$ cat src/rtl/pob_pkg.sv
// ----------------------------------------------------------------------------
// pob_pkg
// Shared constants for the pixel over blend unit.
// ----------------------------------------------------------------------------
package pob_pkg;

   // colour lanes, one per channel
   localparam int unsigned LANE_COUNT = 3;

   typedef enum logic [1:0] {
      CH_RED   = 2'd0,
      CH_GREEN = 2'd1,
      CH_BLUE  = 2'd2
   } channel_type;

   // compare and subtract steps after the full scale quotient estimate
   localparam int unsigned FSDIV_CORR = 4;

endpackage

$ cat src/rtl/pob_fsdiv.sv
// ----------------------------------------------------------------------------
// pob_fsdiv
// Truncating division by full scale (2^n - 1) without a divider.
// ----------------------------------------------------------------------------
module pob_fsdiv #(
   parameter int unsigned CHANNEL_BITS = 8
) (
   input  logic [3*CHANNEL_BITS-1:0] x,
   output logic [2*CHANNEL_BITS-1:0] q
);
   import pob_pkg::*;

   localparam int unsigned W = 3 * CHANNEL_BITS + 2;
   localparam logic [W-1:0] FS_W = W'((64'd1 << CHANNEL_BITS) - 64'd1);

   logic [W-1:0] xe;
   logic [W-1:0] q0;
   logic [W-1:0] r;
   logic [2:0]   corr;

   always_comb begin
      xe   = W'(x);
      q0   = (xe >> CHANNEL_BITS) + (xe >> (2 * CHANNEL_BITS)) + (xe >> (3 * CHANNEL_BITS));
      r    = xe + q0 - (q0 << CHANNEL_BITS);
      corr = 3'd0;
      for (int k = 1; k <= FSDIV_CORR; k++) begin
         if (r >= W'(k) * FS_W) begin
            corr = corr + 3'd1;
         end
      end
      q = (2 * CHANNEL_BITS)'(q0 + W'(corr));
   end

endmodule

$ cat src/rtl/pob_div.sv
// ----------------------------------------------------------------------------
// pob_div
// Pipelined restoring divider, one quotient bit per stage, saturating.
// ----------------------------------------------------------------------------
module pob_div #(
   parameter int unsigned CHANNEL_BITS = 8
) (
   input  logic                      clock,
   input  logic                      en,
   input  logic [2*CHANNEL_BITS:0]   num,
   input  logic [CHANNEL_BITS-1:0]   dvs,
   output logic [CHANNEL_BITS-1:0]   quo
);
   import pob_pkg::*;

   localparam int unsigned N     = CHANNEL_BITS;
   localparam int unsigned NUM_W = 2 * CHANNEL_BITS + 1;
   localparam int unsigned CMP_W = NUM_W + CHANNEL_BITS;
   localparam logic [N-1:0] FS   = '1;

   logic [NUM_W-1:0] rem_in [N];
   logic [NUM_W-1:0] rem_ff [N];
   logic [N-1:0]     q_in   [N];
   logic [N-1:0]     q_ff   [N];
   logic [N-1:0]     dvs_ff [N];
   logic             sat_in [N];
   logic             sat_ff [N];

   for (genvar k = 0; k < N; k++) begin : g_stage
      logic [NUM_W-1:0] rem_src;
      logic [N-1:0]     q_src;
      logic [N-1:0]     dvs_src;
      logic             sat_src;
      logic [CMP_W-1:0] trial;

      if (k == 0) begin : g_first
         assign rem_src = num;
         assign q_src   = '0;
         assign dvs_src = dvs;
         assign sat_src = CMP_W'(num) >= (CMP_W'(dvs) << N);
      end else begin : g_next
         assign rem_src = rem_ff[k-1];
         assign q_src   = q_ff[k-1];
         assign dvs_src = dvs_ff[k-1];
         assign sat_src = sat_ff[k-1];
      end

      always_comb begin
         trial     = CMP_W'(dvs_src) << (N - 1 - k);
         sat_in[k] = sat_src;
         if (CMP_W'(rem_src) >= trial) begin
            rem_in[k]        = NUM_W'(CMP_W'(rem_src) - trial);
            q_in[k]          = q_src;
            q_in[k][N-1-k]   = 1'b1;
         end else begin
            rem_in[k] = rem_src;
            q_in[k]   = q_src;
         end
      end

      always_ff @(posedge clock) begin
         if (en) begin
            rem_ff[k] <= rem_in[k];
            q_ff[k]   <= q_in[k];
            dvs_ff[k] <= dvs_src;
            sat_ff[k] <= sat_in[k];
         end
      end
   end

   assign quo = sat_ff[N-1] ? FS : q_ff[N-1];

endmodule

$ cat src/rtl/pob_lane.sv
// ----------------------------------------------------------------------------
// pob_lane
// One colour channel: weighted sum of source and destination, then divide by
// the output coverage.
// ----------------------------------------------------------------------------
module pob_lane #(
   parameter int unsigned CHANNEL_BITS = 8
) (
   input  logic                        clock,
   input  logic                        en,
   input  logic [CHANNEL_BITS-1:0]     src,
   input  logic [CHANNEL_BITS-1:0]     dst,
   input  logic [CHANNEL_BITS-1:0]     inv_s,
   input  logic [2*CHANNEL_BITS-1:0]   st_inv_d,
   input  logic [CHANNEL_BITS-1:0]     cov,
   output logic [CHANNEL_BITS-1:0]     quo
);
   import pob_pkg::*;

   localparam int unsigned N = CHANNEL_BITS;

   logic [2*N-1:0] p1_ff;
   logic [N-1:0]   dst_ff;
   logic [3*N-1:0] b_ff;
   logic [2*N-1:0] p1b_ff;
   logic [2*N-1:0] b_div;
   logic [2*N:0]   num_ff;

   pob_fsdiv #(.CHANNEL_BITS(N)) u_fsdiv (
      .x (b_ff),
      .q (b_div)
   );

   always_ff @(posedge clock) begin
      if (en) begin
         p1_ff  <= inv_s * src;
         dst_ff <= dst;
         b_ff   <= (3*N)'(st_inv_d) * (3*N)'(dst_ff);
         p1b_ff <= p1_ff;
         num_ff <= (2*N+1)'(p1b_ff) + (2*N+1)'(b_div);
      end
   end

   pob_div #(.CHANNEL_BITS(N)) u_div (
      .clock (clock),
      .en    (en),
      .num   (num_ff),
      .dvs   (cov),
      .quo   (quo)
   );

endmodule

$ cat src/rtl/pixel_over_blend_unit.sv
// ----------------------------------------------------------------------------
// pixel_over_blend_unit
// Porter-Duff over of a source pixel on a destination pixel, non-premultiplied,
// opacity held as transparency. Three channel lanes and a merging output stage.
// ----------------------------------------------------------------------------
// throughput: one beat per cycle; the divider is pipelined one bit per stage
// the whole pipeline holds while a result beat waits on rsp_tready
// reset clears the valid bits only; no other state
// ----------------------------------------------------------------------------
module pixel_over_blend_unit #(
   parameter int unsigned CHANNEL_BITS = 8
) (
   input  logic                                    clock,
   input  logic                                    reset,
   input  logic                                    req_tvalid,
   output logic                                    req_tready,
   // src_red, src_green, src_blue, src_transparency,
   // dst_red, dst_green, dst_blue, dst_transparency
   input  logic [8*CHANNEL_BITS-1:0]               req_tdata,
   output logic                                    rsp_tvalid,
   input  logic                                    rsp_tready,
   // out_red, out_green, out_blue, out_transparency, zero fill
   output logic [((4*CHANNEL_BITS+7)/8)*8-1:0]     rsp_tdata
);
   import pob_pkg::*;

   localparam int unsigned N      = CHANNEL_BITS;
   localparam int unsigned OUT_W  = ((4 * CHANNEL_BITS + 7) / 8) * 8;
   localparam int unsigned BYP_D  = CHANNEL_BITS + 3;
   localparam int unsigned VLD_D  = CHANNEL_BITS + 4;
   localparam logic [N-1:0] FS    = '1;

   typedef struct packed {
      logic         pass;
      logic [N-1:0] red;
      logic [N-1:0] green;
      logic [N-1:0] blue;
      logic [N-1:0] transp;
   } bypass_type;

   logic           en;
   logic [N-1:0]   src_ff [LANE_COUNT];
   logic [N-1:0]   dst_ff [LANE_COUNT];
   logic [N-1:0]   st_ff;
   logic [N-1:0]   dt_ff;
   logic [N-1:0]   inv_s;
   logic [N-1:0]   inv_s2_ff;
   logic [2*N-1:0] a_in;
   logic [2*N-1:0] a_ff;
   logic [2*N-1:0] a_div;
   logic [N-1:0]   cov_ff;
   logic [N-1:0]   cov2_ff;
   logic [N-1:0]   covd_ff [N];
   logic [N-1:0]   quo [LANE_COUNT];
   bypass_type     byp_in;
   bypass_type     byp_ff [BYP_D];
   logic [VLD_D-1:0] vld_ff;
   logic             rsp_tvalid_ff;
   logic [OUT_W-1:0] rsp_tdata_ff;
   logic [OUT_W-1:0] rsp_tdata_in;

   assign en         = !rsp_tvalid_ff || rsp_tready;
   assign req_tready = en;
   assign rsp_tvalid = rsp_tvalid_ff;
   assign rsp_tdata  = rsp_tdata_ff;

   // input stage
   always_ff @(posedge clock) begin
      if (en) begin
         src_ff[CH_RED]   <= req_tdata[0*N +: N];
         src_ff[CH_GREEN] <= req_tdata[1*N +: N];
         src_ff[CH_BLUE]  <= req_tdata[2*N +: N];
         st_ff            <= req_tdata[3*N +: N];
         dst_ff[CH_RED]   <= req_tdata[4*N +: N];
         dst_ff[CH_GREEN] <= req_tdata[5*N +: N];
         dst_ff[CH_BLUE]  <= req_tdata[6*N +: N];
         dt_ff            <= req_tdata[7*N +: N];
      end
   end

   // shared coverage path
   assign inv_s = FS - st_ff;
   assign a_in  = st_ff * (FS - dt_ff);

   pob_fsdiv #(.CHANNEL_BITS(N)) u_cov_div (
      .x ((3*N)'(a_ff)),
      .q (a_div)
   );

   always_ff @(posedge clock) begin
      if (en) begin
         a_ff      <= a_in;
         inv_s2_ff <= inv_s;
         cov_ff    <= N'((2*N)'(inv_s2_ff) + a_div);
         cov2_ff   <= cov_ff;
         covd_ff[0] <= cov2_ff;
         for (int k = 1; k < N; k++) begin
            covd_ff[k] <= covd_ff[k-1];
         end
      end
   end

   for (genvar l = 0; l < LANE_COUNT; l++) begin : g_lane
      pob_lane #(.CHANNEL_BITS(N)) u_lane (
         .clock    (clock),
         .en       (en),
         .src      (src_ff[l]),
         .dst      (dst_ff[l]),
         .inv_s    (inv_s),
         .st_inv_d (a_ff),
         .cov      (cov2_ff),
         .quo      (quo[l])
      );
   end

   // pass-through cases
   always_comb begin
      byp_in.pass = (st_ff == FS) || (st_ff == '0);
      if (st_ff == FS) begin
         byp_in.red    = dst_ff[CH_RED];
         byp_in.green  = dst_ff[CH_GREEN];
         byp_in.blue   = dst_ff[CH_BLUE];
         byp_in.transp = dt_ff;
      end else begin
         byp_in.red    = src_ff[CH_RED];
         byp_in.green  = src_ff[CH_GREEN];
         byp_in.blue   = src_ff[CH_BLUE];
         byp_in.transp = st_ff;
      end
   end

   always_ff @(posedge clock) begin
      if (en) begin
         byp_ff[0] <= byp_in;
         for (int k = 1; k < BYP_D; k++) begin
            byp_ff[k] <= byp_ff[k-1];
         end
      end
   end

   // merge
   always_comb begin
      rsp_tdata_in = '0;
      if (byp_ff[BYP_D-1].pass) begin
         rsp_tdata_in[0*N +: N] = byp_ff[BYP_D-1].red;
         rsp_tdata_in[1*N +: N] = byp_ff[BYP_D-1].green;
         rsp_tdata_in[2*N +: N] = byp_ff[BYP_D-1].blue;
         rsp_tdata_in[3*N +: N] = byp_ff[BYP_D-1].transp;
      end else begin
         rsp_tdata_in[0*N +: N] = quo[CH_RED];
         rsp_tdata_in[1*N +: N] = quo[CH_GREEN];
         rsp_tdata_in[2*N +: N] = quo[CH_BLUE];
         rsp_tdata_in[3*N +: N] = FS - covd_ff[N-1];
      end
   end

   always_ff @(posedge clock) begin
      if (en) begin
         rsp_tdata_ff <= rsp_tdata_in;
      end
   end

   always_ff @(posedge clock) begin
      if (reset) begin
         vld_ff        <= '0;
         rsp_tvalid_ff <= 1'b0;
      end else if (en) begin
         vld_ff        <= {vld_ff[VLD_D-2:0], req_tvalid};
         rsp_tvalid_ff <= vld_ff[VLD_D-1];
      end
   end

endmodule
$ cat config.mk
export PLATFORM = sky130hd
export DESIGN_NAME = pixel_over_blend_unit
export DESIGN_NICKNAME = d
export VERILOG_FILES = /design/src/rtl/pob_pkg.sv /design/src/rtl/pob_fsdiv.sv /design/src/rtl/pob_div.sv /design/src/rtl/pob_lane.sv /design/src/rtl/pixel_over_blend_unit.sv
export SDC_FILE = /design/constraint.sdc
export NUM_CORES = 2
export LEC_CHECK = 0
export BUFFER_PORTS_ARGS = -buffer_cell sky130_fd_sc_hd__buf_2
export CORE_MARGIN = 1
export CORE_UTILIZATION = 40
export DETAILED_ROUTE_END_ITERATION = 7
export PLACE_DENSITY = 0.65
export SLEW_MARGIN = 20
export SYNTH_ARGS = -nofsm -noshare
export SYNTH_HDL_FRONTEND = slang
export SYNTH_SLANG_ARGS = --single-unit
$ cat constraint.sdc
create_clock -name clock -period 68.3 [get_ports clock]
set_clock_uncertainty 0.2 [all_clocks]
set_input_delay 13.66 -clock clock [delete_from_list [all_inputs] [get_ports clock]]
set_output_delay 13.66 -clock clock [all_outputs]
set_load 0.05 [all_outputs]
==> impl_metrics.json <==
{
  "async_flop_share_pct": 0,
  "yosysMostFrequentCell": "edfxtp_1",
  "setup_viol": 0,
  "fin_setup_tns_ps": 0,
  "worst_pin_slew_ps": 1065,
  "post_cts_buffers": 0,
  "cap_viol_max_count": 0,
  "m1WireLength_mm": 82.98,
  "hold_viol_final": 0,
  "clk-insertion-delay-late_ps": 780,
  "cts_tree": "yes",
  "worstPathRequired_ps": 54440,
  "min_delay_path_depth": 0,
  "slew_violations": 0,
  "clock_sinks": 1308,
  "ys_top_cells_by_count": "1295 x edfxtp_1, 906 x inv_1, 734 x ha_1",
  "pin_count": 102,
  "core_area_sq_mm": 0.2079,
  "drc": 0,
  "drtIter0Drc": 3837,
  "dr.pass1.iters": 5,
  "hold_buffers": 0,
  "ant_nets": 0,
  "syn_inst": 7318,
  "dp_hpwl_mm": 140.4,
  "worstPathArrival_ps": 14680,
  "criticalPathCategory": "in -> out",
  "critPathLaunchType": "input pin",
  "cts_buffers": 137,
  "ctsResizeCount": 0,
  "hold_path_class": "reg -> reg",
  "track_usage_pct": 17.54,
  "synth_cell_type_count": 100,
  "max_clock_freq_mhz": 35.04,
  "layout.nets": 8690,
  "die_area_sq_mm": 0.2117,
  "drive_gt1_share_pct": 6.075,
  "met3_length_mm": 8.815,
  "grt_first_pass_wirelength_mm": 291.6,
  "avgSynthCellArea_sq_um": 11.47,
  "grt_pass1_vias": 53010,
  "areaGrowthSynthToFinish_pct": 9.906,
  "die_width_microns": 460.1,
  "gp_congestion": 0.8770,
  "wl_per_cell_microns": 17.96,
  "dp_cells": 10084,
  "met2WireLength_mm": 87.82,
  "synth_area_leader_cell": "edfxtp_1",
  "rr_worst_depth": 43,
  "cts.root.buffer_cell": "clkbuf_16",
  "grt_max_degree": 185,
  "layout_min_cycle_time_ps": 28540,
  "clk_path_buf_depth": 3,
  "cp_max_fo": 45,
  "synth_top_cell_area_share_pct": 46.33,
  "stdcell_count": 10329,
  "finalCritPeriodShare_pct": 41.79,
  "ys_seq_area_share_pct": 46.64,
  "ys_warn_count": 0,
  "htreeDepth": 4,
  "drt-vias-per-instance": 5.154,
  "status": "complete, no violations",
  "fillCellCount": 18847,
  "num_vias": 53231,
  "start_util_pct": 40.37,
  "ys_top_cells_by_area": "edfxtp_1 46%, ha_1 11%, fa_1 11%, inv_1 4.1%, xnor2_1 3.2%",
  "seq_area_sq_mm": 0.03915,
  "rows": 167,
  "die_y_microns": 460.1,
  "cp-end-kind": "output port",
  "syn-num-nets": 8573,
  "clk_pin_slew_ps": 60,
  "highest_layer": "met4",
  "port_buffers": 101,
  "synth_flop_cell": "edfxtp_1",
  "max_slew_margin_pct": 29.01,
  "antenna_found_initial": 9,
  "syn_area_sq_mm": 0.08393,
  "synth_edf_count": 1295,
  "wl_mm": 185.5,
  "grt.overflow.total": 0,
  "ys_ff_latch": 1308,
  "rsz0062_at_grt": "no",
  "multi_input_area_sq_mm": 0.04075
}
cells in the final DEF, fill, tap and decap left out, types with 43 or more instances in the layout:
cell type  Yosys  routed
mux2_2        46      46
xor2_1       157     157
xnor2_1      303     303
nand2_1      621     621
ha_1         734     734
nand3_1       90      89
nand4_1       61      61
and2_1       202     202
o21bai_1      48      48
a21oi_1      369     369
nor4_1        60      60
buf_2          8     101
and3_1        43      43
buf_4          1      45
edfxtp_1    1295    1295
o21ai_0      286     286
nor2b_1      203     202
fa_1         453     453
clkbuf_16      0     140
a21o_1       137     137
nand2b_1     130     130
nor2_1       391     391
nor3_1       106     106
inv_1        906     905
logic make-up after synthesis:
group	synth area share (%)
muxes	0.9928
and+or+nand+nor	12.36
xor gates and xnor gates	4.800
adders and majority gates	21.75
buffers and inverters	4.843
AOI/OAI and AO/OA	8.613
DFF	46.64
critical path, cell delays in order:
cell and delay, ps:
buf_2 80, nor2b_1 40, buf_4 200, inv_8 290, buf_2 350
metrics by stage:
stage | worst slack (ps) | hold WS [ps] | utilization (%) | instance area [sq um]
2_1_floorplan | 5188 | 200.3 | - | 83930
3_3_place_gp | 39760 | 200.5 | 42.18 | 87690
3_5_place_dp | 39760 | 204.5 | 42.18 | 87690
4_1_cts | 39760 | 201.1 | 44.36 | 92230
5_1_grt | 39700 | 207.3 | 44.37 | 92240
6_report | 39760 | 202.2 | 44.37 | 92250
path summary, 6_finish.rpt:
check	endpoint	startpoint	slack, ps
max reg2reg	g_lane[1].u_lane.num_ff[16]	g_lane[1].u_lane.b_ff[16]	56680
min reg2reg	byp_ff[10][13]	byp_ff[9][13]	200
min	byp_ff[10][13]	byp_ff[9][13]	200
max	req_tready	rsp_tready	39760
flip-flops by register name (all words and copies together) (netlist names), 32 cells and up:
register and count:
g_lane.u_lane.num_ff 51, g_lane.u_lane.u_div.rem_ff 357, g_lane.u_lane.u_div.q_ff 108, g_lane.u_lane.p1b_ff 48, rsp_tdata 32, g_lane.u_lane.u_div.dvs_ff 62, g_lane.u_lane.p1_ff 48, byp_ff 363
g_lane.u_lane.b_ff 72
per-layer routing:
metal | up-vias | global-route usage [%]
li1 | 25675 | -
met2 | 1302 | 29.18
met3 | 314 | 2.591
met4 | 0 | 5.747
met5 | - | 0
met1 | 25940 | 23.40
layout make-up:
cell class | instances | share of cell area (%)
multi-input cells | 4931 | 44.17
flip-flops and latches | 1308 | 42.44
clock buffers | 165 | 3.899
well taps | 2788 | 3.781
inverters | 907 | 3.699
clock inverters | 78 | 1.016
repair buffers | 150 | 0.9915
diodes | 2 | 0.005425
Power is left out: the tool's default activity adds up to more than one toggle a clock period on the data nets, which glitch-free logic cannot reach.
